[config.mk]
export PLATFORM = sky130hd
export DESIGN_NAME = tis_fifo
export DESIGN_NICKNAME = d
export VERILOG_FILES = /design/src/rtl/core/tis_pkg.sv /design/src/rtl/core/tis_fifo.sv
export SDC_FILE = /design/constraint.sdc
export NUM_CORES = 2
export LEC_CHECK = 0
export BUFFER_PORTS_ARGS = -buffer_cell sky130_fd_sc_hd__buf_4
export CORE_AREA = 2 2 629 631
export DETAILED_ROUTE_END_ITERATION = 16
export DIE_AREA = 0 0 631 633
export PLACE_DENSITY = 0.54
export SYNTH_ARGS = -nofsm -noshare
export SYNTH_HDL_FRONTEND = slang
export SYNTH_SLANG_ARGS = --single-unit
[constraint.sdc]
create_clock -name clk -period 36 [get_ports clk]
set_input_delay 7.2 -clock clk [delete_from_list [all_inputs] [get_ports clk]]
set_output_delay 7.2 -clock clk [all_outputs]
set_load 0.05 [all_outputs]
[src/rtl/core/tis_pkg.sv]
package tis_pkg;

  // Width of the tolerance register, which holds an unsigned Q17.0 magnitude.
  localparam int TOL_W = 17;

  typedef enum logic [0:0] {
    CFG_ISO_LEVEL = 1'b0,
    CFG_EQ_TOL    = 1'b1
  } cfg_idx_t;

  typedef struct packed {
    logic full;
    logic not_empty;
  } q_status_t;

endpackage

[src/rtl/core/tis_fifo.sv]
module tis_fifo import tis_pkg::*; #(
  parameter int W = 793
) (
  input  logic         clk,
  input  logic         rst_n,
  input  logic         push,
  input  logic [W-1:0] push_data,
  input  logic         pop,
  output logic [W-1:0] pop_data,
  output q_status_t    status
);

  localparam int DEPTH = 4;
  localparam int AW = $clog2(DEPTH);
  localparam int NW = $clog2(DEPTH + 1);

  logic [W-1:0]  mem_r [DEPTH];
  logic [AW-1:0] wr_r, wr_nxt;
  logic [AW-1:0] rd_r, rd_nxt;
  logic [NW-1:0] count_r, count_nxt;

  always_comb begin
    wr_nxt    = push ? wr_r + 1'b1 : wr_r;
    rd_nxt    = pop ? rd_r + 1'b1 : rd_r;
    count_nxt = count_r + NW'(push) - NW'(pop);
  end

  always_ff @(posedge clk) begin
    if (!rst_n) begin
      wr_r    <= '0;
      rd_r    <= '0;
      count_r <= '0;
    end else begin
      wr_r    <= wr_nxt;
      rd_r    <= rd_nxt;
      count_r <= count_nxt;
    end
  end

  always_ff @(posedge clk) begin
    if (push) begin
      mem_r[wr_r] <= push_data;
    end
  end

  assign pop_data         = mem_r[rd_r];
  assign status.full      = (count_r == NW'(DEPTH));
  assign status.not_empty = (count_r != '0);

  a_pop_nonempty: assert property (@(posedge clk) disable iff (!rst_n)
    pop |-> count_r != '0) else $error("pop from empty queue");
  a_push_not_full: assert property (@(posedge clk) disable iff (!rst_n)
    push |-> !status.full) else $error("push into full queue");
  a_count_up: assert property (@(posedge clk) disable iff (!rst_n)
    push && !pop |=> count_r == $past(count_r) + 1'b1) else $error("count lost a push");
  a_count_max: assert property (@(posedge clk) disable iff (!rst_n)
    count_r <= NW'(DEPTH)) else $error("queue count overflow");

endmodule

==> reports/qor.yml <==
status:
  status: "finished clean"
clock_network:
  cts_buffer_depth: 4
  post_cts_buffers: 0
  tritoncts: "done"
  cts_made_buffers: 344
  post_cts_resized: 0
  path_clk_slew_ns: 0.05
  clock-sinks: 3181
  cts-root-buf: "clkbuf_16"
  htreeDepth: 5
  cts_hold_buf: 0
  worstSkewPairLatency_ns: 0.93
pwr:
  leakage_nw: 46.9
  internal_power_mw: 6.59
  pwr-share-comb_pct: 15.0
  p_sw_mw: 2.42
  irDropWorstVdd_mv: 0.0419
  swShare_pct: 26.9
  sequentialPowerShare_pct: 47.7
  cellPowerDensity_nw_per_um2: 62.8
  clock_power_share_pct: 37.2
worst_setup_path:
  cpLargestDelayFamily: "buffers and inverters"
  cpMaxStageDelayCell: "buf_4"
  cp_max_fo: 89
  crit_type: "register to primary output"
  cp.required_ns: 28.80
  cp_common_cell: "buf_4"
  critPathLaunchType: "register"
  slowest_delay_ns: 0.84
  worst_setup_path_end_kind: "primary output"
  cp_cell_sequence: "buf_4 -> buf_4 -> buf_4 -> buf_12 -> buf_4 -> buf_4 -> mux4_2 -> buf_4"
  crit_buf_inv: 7
  worst_ep_arrival_time_ns: 7.47
drt:
  first_pass_iters: 5
  avgViaCountPerCell: 4.66
  via_count: 53800
  wl_um: 341000
  drc: 0
  ant_nets: 0
  drt-wirelength-per-cell_um: 29.5
  drt_iter0_drc: 4050
sta:
  finalSetupViolCount: 0
  finalCritPeriodShare_pct: 40.7
  finalMaxSlewViolations: 0
  period_needed_ns: 14.67
  tightest_slew_ns: 1.16
  clock_skew_ns: 0.0675
  max_slew_margin_pct: 22.5
  fin_tns_setup_ns: 0
  whs_ns: 0.528
  hold_viol: 0
  max_freq_ghz: 0.0682
  rsz0062_at_grt: "false"
yosys:
  syn_area_um2: 115000
  synthTopCellsByCount: "edfxtp_1 (3,172), mux4_2 (793), buf_6 (80), buf_2 (77), clkbuf_1 (10)"
  synthMuxAreaShare_pct: 15.5
  synthAdderAreaFrac_pct: 0.0827
  netlist_instances: 4184
  synth.avg_cell_area_um2: 27.5
  synth_edf_count: 3172
  async_reset_ff_share_pct: 0
  synth-compound-area-share_pct: 0.0131
  synth_xor_area_share_pct: 0.0359
  synth.most_common_cell: "edfxtp_1"
  ys_types: 21
  syn-num-nets: 4988
  synth-simple-area-share_pct: 0.0664
  synth_top_cell_by_area: "edfxtp_1"
  synth_top_flop_cell: "edfxtp_1"
  yosysSeqAreaShare_pct: 83.0
  synth_warnings: 0
  synth_top_cell_area_share_pct: 82.8
  synth_top_family_by_area: "multiplexers"
  synth-seq-cells: 3181
  synth_area_leaders: "edfxtp_1 (83%), mux4_2 (16%), buf_6 (0.78%), buf_2 (0.34%), dfxtp_1 (0.16%)"
placed_design:
  placedInstanceArea_um2: 133000
  dp_hpwl_um: 236000
  portBuffers: 1591
  gp_congestion: 0.855
  post-place-cells: 10900
grt:
  grt_pass1_vias: 55400
  grt_max_degree: 148
  gr-total-overflow: 0
  grt_usage_pct: 16.5
  antenna_found_initial: 148
  grt_pass1_wl_um: 461000
cells_and_area:
  postLayoutCoreUtil_pct: 36.6
  fin_nets: 6825
  drive_gt1_share_pct: 46.3
  multi_input_area_um2: 18100
  fill_cells: 35700
  area_delta_synth_final_pct: 24.8
  design_area_um2: 144000
  regArea_um2: 95400
  stdcell_count: 11600
floorplanning:
  initial_utilization_pct: 29.3
  dieArea_um2: 399000
  std_cell_rows: 230
  die_h_um: 633
  chipWidth_um: 631
  core-area_um2: 392000
  io_pins: 1592
flow_run:
  maxCapViolCount: 0
hold_path:
  hold_path.class: "register to register"
==> cells by family after synthesis <==
family,Yosys count
adders and majority gates,7
muxes,794
AOI/OAI and AO/OA,2
and+or+nand+nor,14
buffers and inverters,183
DFF,3181
xor gates and xnor gates,3
==> registers in the layout, summed over array words and instances, names as in the netlist, named ones only <==
name	count
count_r	3
mem_r	3172
wr_r	2
rd_r	2
==> layer usage <==
metal | vias up | wire, µm | track usage, %
met2 | 1996 | 173000 | 28.2
li1 | 22100 | - | -
met1 | 28900 | 124000 | 18.7
met5 | - | 459 | 0
met3 | 694 | 29600 | 5.93
met4 | 66 | 15000 | 6.73
==> worst register-to-register path, stage by stage, from the launching register on <==
cell and delay (ns):
dfxtp_1 0.34, inv_1 0.10, ha_1 0.15, and2_4 0.49, buf_4 0.80, buf_4 0.80
buf_4 0.79, buf_4 0.85, buf_4 0.81
==> power by group through the flow <==
stage | clock network [mW] | logic, mW | registers (mW)
6_report | 3.36 | 1.36 | 4.30
2_1_floorplan | 0 | 0.857 | 4.51
3_5_place_dp | 0 | 1.39 | 4.38
3_3_place_gp | 0 | 1.38 | 4.37
5_1_grt | 3.58 | 1.41 | 4.31
4_1_cts | 3.45 | 1.39 | 4.30
==> placed cells by master (no fill, tap or decap) <==
cell type	n
dfxtp_1	7
fa_1	1
clkinvlp_4	6
buf_4	1657
edfxtp_1	3172
inv_1	7
a21oi_1	1
ha_1	6
diode_2	44
inv_6	6
clkinv_16	15
xor3_1	1
and3_1	1
buf_12	10
clkinv_8	3
inv_16	4
clkinv_4	2
or3_1	1
clkinv_2	45
nor2_1	5
dfxtp_4	2
nand3b_1	1
clkbuf_16	345
a21bo_2	1
and2_4	4
mux4_2	793
clkinv_1	77
and2_1	2
bufinv_16	17
mux2i_1	1
clkbuf_1	93
xnor2_1	2
==> worst paths after layout <==
| kind | from | end | slack [ns] | depth (start not counted) |
|---|---|---|---|---|
| worst max-delay path | register | pop_data[766] | 21.33 | 8 |
| worst min-delay path | rd_r[1] | register | 0.53 | 2 |
| worst max register to register | wr_r[0] | mem_r[2][218] | 30.37 | 8 |
| worst min register to register | rd_r[1] | register | 0.53 | 2 |
==> per-stage QoR <==
step | power, mW | setup WS [ns]
3_5_place_dp | 5.77 | 21.78
4_1_cts | 9.14 | 20.72
3_3_place_gp | 5.75 | 21.78
5_1_grt | 9.31 | 20.34
2_1_floorplan | 5.37 | 9.78
6_report | 9.01 | 21.33
==> layout make-up <==
type	instances	share of cell area, %
repair buffers	1667	8.80
multi-input cells	820	12.6
clock buffers	438	6.26
flip-flops and latches	3181	66.5
clock inverters	175	1.20
well taps	5220	4.55
diodes	44	0.0767
inverters	7	0.0183
Note: power is estimated with default switching activity, not from simulation.
