--- src/rtl/core/tis_pkg.sv ---
package tis_pkg;

  // Width of the tolerance register, which holds an unsigned Q17.0 magnitude.
  localparam int TOL_W = 17;

  typedef enum logic [0:0] {
    CFG_ISO_LEVEL = 1'b0,
    CFG_EQ_TOL    = 1'b1
  } cfg_idx_t;

  typedef struct packed {
    logic full;
    logic not_empty;
  } q_status_t;

endpackage

--- src/rtl/core/tis_front.sv ---
module tis_front import tis_pkg::*; #(
  parameter int DW = 32,
  parameter int CW = 32,
  parameter int IW = 384,
  parameter int FW = 793
) (
  input  logic          clk,
  input  logic          rst_n,
  input  logic          cfg_wen,
  input  logic [0:0]    cfg_index,
  input  logic [CW-1:0] cfg_wdata,
  input  logic [IW-1:0] in_data,
  output logic [FW-1:0] rec
);

  localparam int NB = DW + 1;
  localparam int LW = DW + 3 * NB + 1;
  localparam int EW = (NB > TOL_W) ? NB : TOL_W;

  logic [DW-1:0]    iso_r;
  logic [TOL_W-1:0] tol_r;

  always_ff @(posedge clk) begin
    if (!rst_n) begin
      iso_r <= '0;
      tol_r <= TOL_W'(1);
    end else if (cfg_wen) begin
      unique case (cfg_idx_t'(cfg_index))
        CFG_ISO_LEVEL: iso_r <= cfg_wdata[DW-1:0];
        CFG_EQ_TOL:    tol_r <= cfg_wdata[TOL_W-1:0];
        default: ;
      endcase
    end
  end

  function automatic logic [NB-1:0] mag(input logic [NB-1:0] x);
    return x[NB-1] ? (~x + 1'b1) : x;
  endfunction

  // Lane record, low bits first: f0, |num|, |f1-f0|, |den|, negate.
  function automatic logic [LW-1:0] lane_pt(input logic [DW-1:0] f0, input logic [DW-1:0] f1,
                                            input logic [DW-1:0] c0, input logic [DW-1:0] c1,
                                            input logic [DW-1:0] iso);
    logic [NB-1:0] num;
    logic [NB-1:0] den;
    logic [NB-1:0] dc;
    logic          neg;
    num = {iso[DW-1], iso} - {c0[DW-1], c0};
    den = {c1[DW-1], c1} - {c0[DW-1], c0};
    dc  = {f1[DW-1], f1} - {f0[DW-1], f0};
    neg = num[NB-1] ^ den[NB-1] ^ dc[NB-1];
    return {neg, mag(den), mag(dc), mag(num), f0};
  endfunction

  // A fixed point passes f0 through: zero product over a unit divisor.
  function automatic logic [LW-1:0] lane_fix(input logic [DW-1:0] v);
    return {1'b0, NB'(1), {NB{1'b0}}, {NB{1'b0}}, v};
  endfunction

  logic [DW-1:0] cv [3];
  logic [DW-1:0] fv [3][3];
  logic [LW-1:0] pt_l [3][3];
  logic [2:0]    eq;
  logic [2:0]    hi;
  logic [2:0]    xs;
  logic [LW-1:0] lane [6];
  logic          seg_valid;

  always_comb begin
    logic [NB-1:0] dd;
    logic [NB-1:0] dl;
    int k;
    for (int j = 0; j < 3; j++) begin
      cv[j] = in_data[j*DW +: DW];
      for (int m = 0; m < 3; m++) begin
        fv[j][m] = in_data[(3 + 3*j + m)*DW +: DW];
      end
    end
    for (int j = 0; j < 3; j++) begin
      k = (j == 2) ? 0 : j + 1;
      dd = {cv[j][DW-1], cv[j]} - {cv[k][DW-1], cv[k]};
      dl = {cv[j][DW-1], cv[j]} - {iso_r[DW-1], iso_r};
      eq[j] = (EW'(mag(dd)) < EW'(tol_r)) && (EW'(mag(dl)) < EW'(tol_r));
      hi[j] = $signed(cv[j]) >= $signed(iso_r);
      for (int m = 0; m < 3; m++) begin
        pt_l[j][m] = lane_pt(fv[j][m], fv[k][m], cv[j], cv[k], iso_r);
      end
    end
    for (int j = 0; j < 3; j++) begin
      xs[j] = hi[j] ^ hi[(j == 2) ? 0 : j + 1];
    end
  end

  // The first edge lying on the level wins over any crossing.
  always_comb begin
    seg_valid = 1'b1;
    for (int m = 0; m < 3; m++) begin
      lane[m]     = lane_fix('0);
      lane[3 + m] = lane_fix('0);
    end
    if (eq[0]) begin
      for (int m = 0; m < 3; m++) begin
        lane[m] = lane_fix(fv[0][m]); lane[3 + m] = lane_fix(fv[1][m]);
      end
    end else if (eq[1]) begin
      for (int m = 0; m < 3; m++) begin
        lane[m] = lane_fix(fv[1][m]); lane[3 + m] = lane_fix(fv[2][m]);
      end
    end else if (eq[2]) begin
      for (int m = 0; m < 3; m++) begin
        lane[m] = lane_fix(fv[2][m]); lane[3 + m] = lane_fix(fv[0][m]);
      end
    end else if (xs[0] && xs[1]) begin
      for (int m = 0; m < 3; m++) begin
        lane[m] = pt_l[0][m]; lane[3 + m] = pt_l[1][m];
      end
    end else if (xs[0] && xs[2]) begin
      for (int m = 0; m < 3; m++) begin
        lane[m] = pt_l[0][m]; lane[3 + m] = pt_l[2][m];
      end
    end else if (xs[1] && xs[2]) begin
      for (int m = 0; m < 3; m++) begin
        lane[m] = pt_l[1][m]; lane[3 + m] = pt_l[2][m];
      end
    end else begin
      seg_valid = 1'b0;
    end
  end

  always_comb begin
    for (int l = 0; l < 6; l++) begin
      rec[l*LW +: LW] = lane[l];
    end
    rec[FW-1] = seg_valid;
  end

endmodule

--- config.mk ---
export PLATFORM = sky130hd
export DESIGN_NAME = tis_front
export DESIGN_NICKNAME = d
export VERILOG_FILES = /design/src/rtl/core/tis_pkg.sv /design/src/rtl/core/tis_front.sv
export SDC_FILE = /design/constraint.sdc
export NUM_CORES = 2
export LEC_CHECK = 0
export BUFFER_PORTS_ARGS = -buffer_cell sky130_fd_sc_hd__buf_2
export CORE_AREA = 3 3 472 474
export CTS_CLUSTER_DIAMETER = 50
export DETAILED_ROUTE_END_ITERATION = 8
export DIE_AREA = 0 0 475 477
export HOLD_SLACK_MARGIN = 0.12
export PLACE_DENSITY_LB_ADDON = 0.25
export SETUP_SLACK_MARGIN = 0.1
export SYNTH_ARGS = -nofsm -noshare
export SYNTH_HDL_FRONTEND = slang
export SYNTH_SLANG_ARGS = --single-unit
--- constraint.sdc ---
create_clock -name clk -period 15.7 [get_ports clk]
set_input_delay 3.14 -clock clk [delete_from_list [all_inputs] [get_ports clk]]
set_output_delay 3.14 -clock clk [all_outputs]
set_load 0.02 [all_outputs]
==> impl_metrics.toml <==
[place]
portBuffers = 1212
place_hpwl_um = 396200
placed_cells_incl_taps = 14140
gpl.final_weighted_congestion = 1.134

[global_routing]
grt_overflow_total = 0
grt_pass1_vias = 82120
antenna_found_initial = 65
global_route.usage.total_pct = 38.38
grt_max_degree = 133
global_route_wire_length_before_repair_um = 629900

[clock_tree]
cts_hold_repair.buffers = 0
root_buffer = "sky130_fd_sc_hd__clkbuf_16"
cts-resized-gates = 0
cts_made_buffers = 5
clock-sinks = 49
tritoncts_clock_tree = "done"
clkTransAtPathRegs_ps = 70
clkLatencyLatePin_ps = 310
cts.path.max_buffers = 2
post-cts-setup-buffers = 0
htree_num_levels = 2

[power_and_ir_drop]
power.switching_w = 0.004989
power.density_cell_area_nw_per_um2 = 92.93
vdd_ir_drop_max_uv = 102.8
sequentialPowerShare_pct = 2.0
clockPowerShare_pct = 1.8
comb_power_share_pct = 96.2
power_leakage_nw = 34.45
power.share.switching_pct = 68.81
cellInternalPower_w = 0.002261

[floorplan]
num_rows = 172
die_y_um = 477
floorplan.die.width_um = 475
core-area_um2 = 219300
die-area_um2 = 226600
boundaryPins = 1213
starting_utilization_of_the_core_area_pct = 32.20

[yosys]
yosys.cell_types.count = 96
synthesized_nets = 11940
synth_top_cells_by_count = "1045 x sky130_fd_sc_hd__nor2_1, 876 x sky130_fd_sc_hd__nand2_1, 846 x sky130_fd_sc_hd__a21oi_1"
post_synth_main_area_contributors = "sky130_fd_sc_hd__ha_1 14%, sky130_fd_sc_hd__xnor2_1 8.7%, sky130_fd_sc_hd__a21oi_1 6.0%"
synth-warning-count = 0
post_synth.cell_area_avg_um2 = 6.593
share_of_the_synthesized_area_in_the_top_cell_type_pct = 13.98
synth_seq_area_share_pct = 1.389
synthFlopType = "sky130_fd_sc_hd__dfxtp_1"
synth_top_cell_by_area = "sky130_fd_sc_hd__ha_1"
synth.cell_area_um2 = 70610
yosys_register_bits = 49
post-synth-top-count-cell = "sky130_fd_sc_hd__nor2_1"
count_of_flip_flops_with_a_built_in_enable_after_synthesis = 0
post_synth_inst_count = 10710
async_flop_share_pct = 0

[layout]
drive_gt1_share_pct = 13.70
area.growth.synth_to_final_pct = 10.51
post_layout_nonfiller_instances = 14190
multi_input_area_um2 = 63060
finalNetCount = 12510
area.sequential_um2 = 980.9
filler_cell_count = 24770

[timing]
finalClockSkew_ps = 0
post-route-period-util_pct = 92.97
finalSetupViolCount = 0
finalSetupTns_ps = 0
timing.final.crit_period_ps = 14600
timing.max_slew.rel_slack_pct = -24.29
hold_viol = 0
timing.final.max_slew_violations = 4
worst_pin_slew_ps = 1864
max_freq_mhz = 68.51
rsz0062_at_grt = "no"

[run]
drv.max_cap_violation_count = 1

[routing]
drt_drc_violations_left = 0
finalWirelength_um = 465200
detailed_routing_iteration_count_for_the_pre_antenna_repair_pass = 6
wl_per_cell_um = 32.78
ant_nets_after_route = 0
viasPerCell = 6.384
drt_iter0_drc = 10970
route.vias.total = 90600

[worst_setup_path]
worst-endpoint-required_ps = 12560
rr_startpoint = "iso_r[22]$_SDFFE_PN0P_"
worst-setup-path-type = "in2out"
critical_path_peak_fanout = 5
critical_path.startpoint = "in_data[64]"
setup_slack_on_the_worst_flop_to_flop_path_ps = 14720
critPathCapture = "rec[790]"
crit_path_capture_type = "primary output"
critPathArrivalTime_ps = 11460
reg2reg_to = "iso_r[22]$_SDFFE_PN0P_"
r2r.worst_path.cells = 2
worst_setup_path_start_kind = "input port"

[min_path]
worstHoldPathType = "reg2reg"

[outcome]
violations = "max-capacitance violations, max-slew violations"
outcome = "complete, but fails checks"
## power by group through the flow
stage | logic [W] | clock network, W | registers [W]
2_1_floorplan | 0.00430 | 0 | 0.000138
6_report | 0.00697 | 0.000132 | 0.000144
4_1_cts | 0.00674 | 0.000136 | 0.000143
3_5_place_dp | 0.00672 | 0 | 0.000146
3_3_place_gp | 0.00674 | 0 | 0.000145
5_1_grt | 0.00726 | 0.000139 | 0.000144
## worst max-delay path: stages
cell                       delay, ps
sky130_fd_sc_hd__buf_2           150
sky130_fd_sc_hd__inv_1           140
sky130_fd_sc_hd__ha_1            330
sky130_fd_sc_hd__inv_1            90
sky130_fd_sc_hd__fa_1            410
sky130_fd_sc_hd__a21o_1          180
sky130_fd_sc_hd__a21oi_1         420
sky130_fd_sc_hd__o221ai_1        430
sky130_fd_sc_hd__a211oi_1        770
sky130_fd_sc_hd__o21ai_0         330
sky130_fd_sc_hd__a221oi_1        820
sky130_fd_sc_hd__xor2_1          320
sky130_fd_sc_hd__nand4b_1        250
sky130_fd_sc_hd__nor4_1          640
sky130_fd_sc_hd__nor4bb_1       1140
sky130_fd_sc_hd__a32oi_1         640
sky130_fd_sc_hd__nor2_2          920
sky130_fd_sc_hd__buf_2           330
## through the flow
stage / power [W] / util (%) / hold slack, ps / worst slack [ps] / instance area, um^2
detailed placement: 0.006864 / 35.44 / 460.6 / 1455 / 77720
global placement: 0.006882 / 35.44 / 454.8 / 1455 / 77720
finish: 0.007251 / 35.58 / 468.1 / 1103 / 78020
floorplan: 0.004433 / - / 443.5 / 3220 / 70610
global route: 0.007544 / 35.55 / 490.8 / 834.8 / 77960
CTS: 0.007023 / 35.52 / 470.7 / 1447 / 77900
## metal layers
layer / vias up / track usage (%) / wire (um)
met5: - / 0.4264 / 325
met4: 30 / 27.71 / 40430
met3: 1132 / 9.856 / 49780
met2: 5571 / 57.93 / 196000
met1: 43640 / 46.93 / 178700
li1: 40230 / - / -
## area by class of cell
cell class	count	area share (%)
Multi-Input combinational cell	9156	80.82
Clock buffer	5	0.1604
Inverter	699	3.363
Clock inverter	3	0.06414
Tap cell	2871	4.604
Antenna cell	44	0.1411
Timing Repair Buffer	1364	9.589
Sequential cell	49	1.257
## worst min path at each step
stage	slack [ps]	start	depth (start not counted)	end
after floorplan	440	tol_r[15]$_SDFFE_PN0P_	2	tol_r[15]$_SDFFE_PN0P_
after global placement	450	tol_r[3]$_SDFFE_PN0P_	2	tol_r[3]$_SDFFE_PN0P_
after detailed placement	460	tol_r[7]$_SDFFE_PN0P_	2	tol_r[7]$_SDFFE_PN0P_
after CTS	470	tol_r[3]$_SDFFE_PN0P_	2	tol_r[3]$_SDFFE_PN0P_
after global routing	490	tol_r[5]$_SDFFE_PN0P_	2	tol_r[5]$_SDFFE_PN0P_
final	470	tol_r[3]$_SDFFE_PN0P_	2	tol_r[3]$_SDFFE_PN0P_
## sequential cells by signal, indices dropped and copies added (netlist names)
name / flops
tol_r: 17
iso_r: 32
## placed cells by master, fill, tap and decap left out, types with 219 or more instances in the layout
master	n
sky130_fd_sc_hd__xnor2_1	694
sky130_fd_sc_hd__a22oi_1	256
sky130_fd_sc_hd__ha_1	789
sky130_fd_sc_hd__o22ai_1	219
sky130_fd_sc_hd__mux2i_1	236
sky130_fd_sc_hd__buf_2	1212
sky130_fd_sc_hd__nand3_1	236
sky130_fd_sc_hd__inv_1	697
sky130_fd_sc_hd__xor2_1	351
sky130_fd_sc_hd__o21ai_0	552
sky130_fd_sc_hd__a21oi_1	842
sky130_fd_sc_hd__nand2_1	876
sky130_fd_sc_hd__nor3_1	245
sky130_fd_sc_hd__nor2_1	1040
sky130_fd_sc_hd__a21o_1	336
## logic make-up (layout without fill, tap and decap cells)
kind of cell    after synthesis  count (layout)  synth area share [%]
xor+xnor                   1052            1052                 13.05
flops                        49              49                 1.389
fa+ha+maj                   810             810                 14.58
buf+inv                    1504            2071                 9.686
compound gates             3623            3623                 34.35
other cells                   0              44                     0
simple gates               3417            3417                 23.32
mux                         254             254                 3.629
Power figures use the tool's default switching activity.
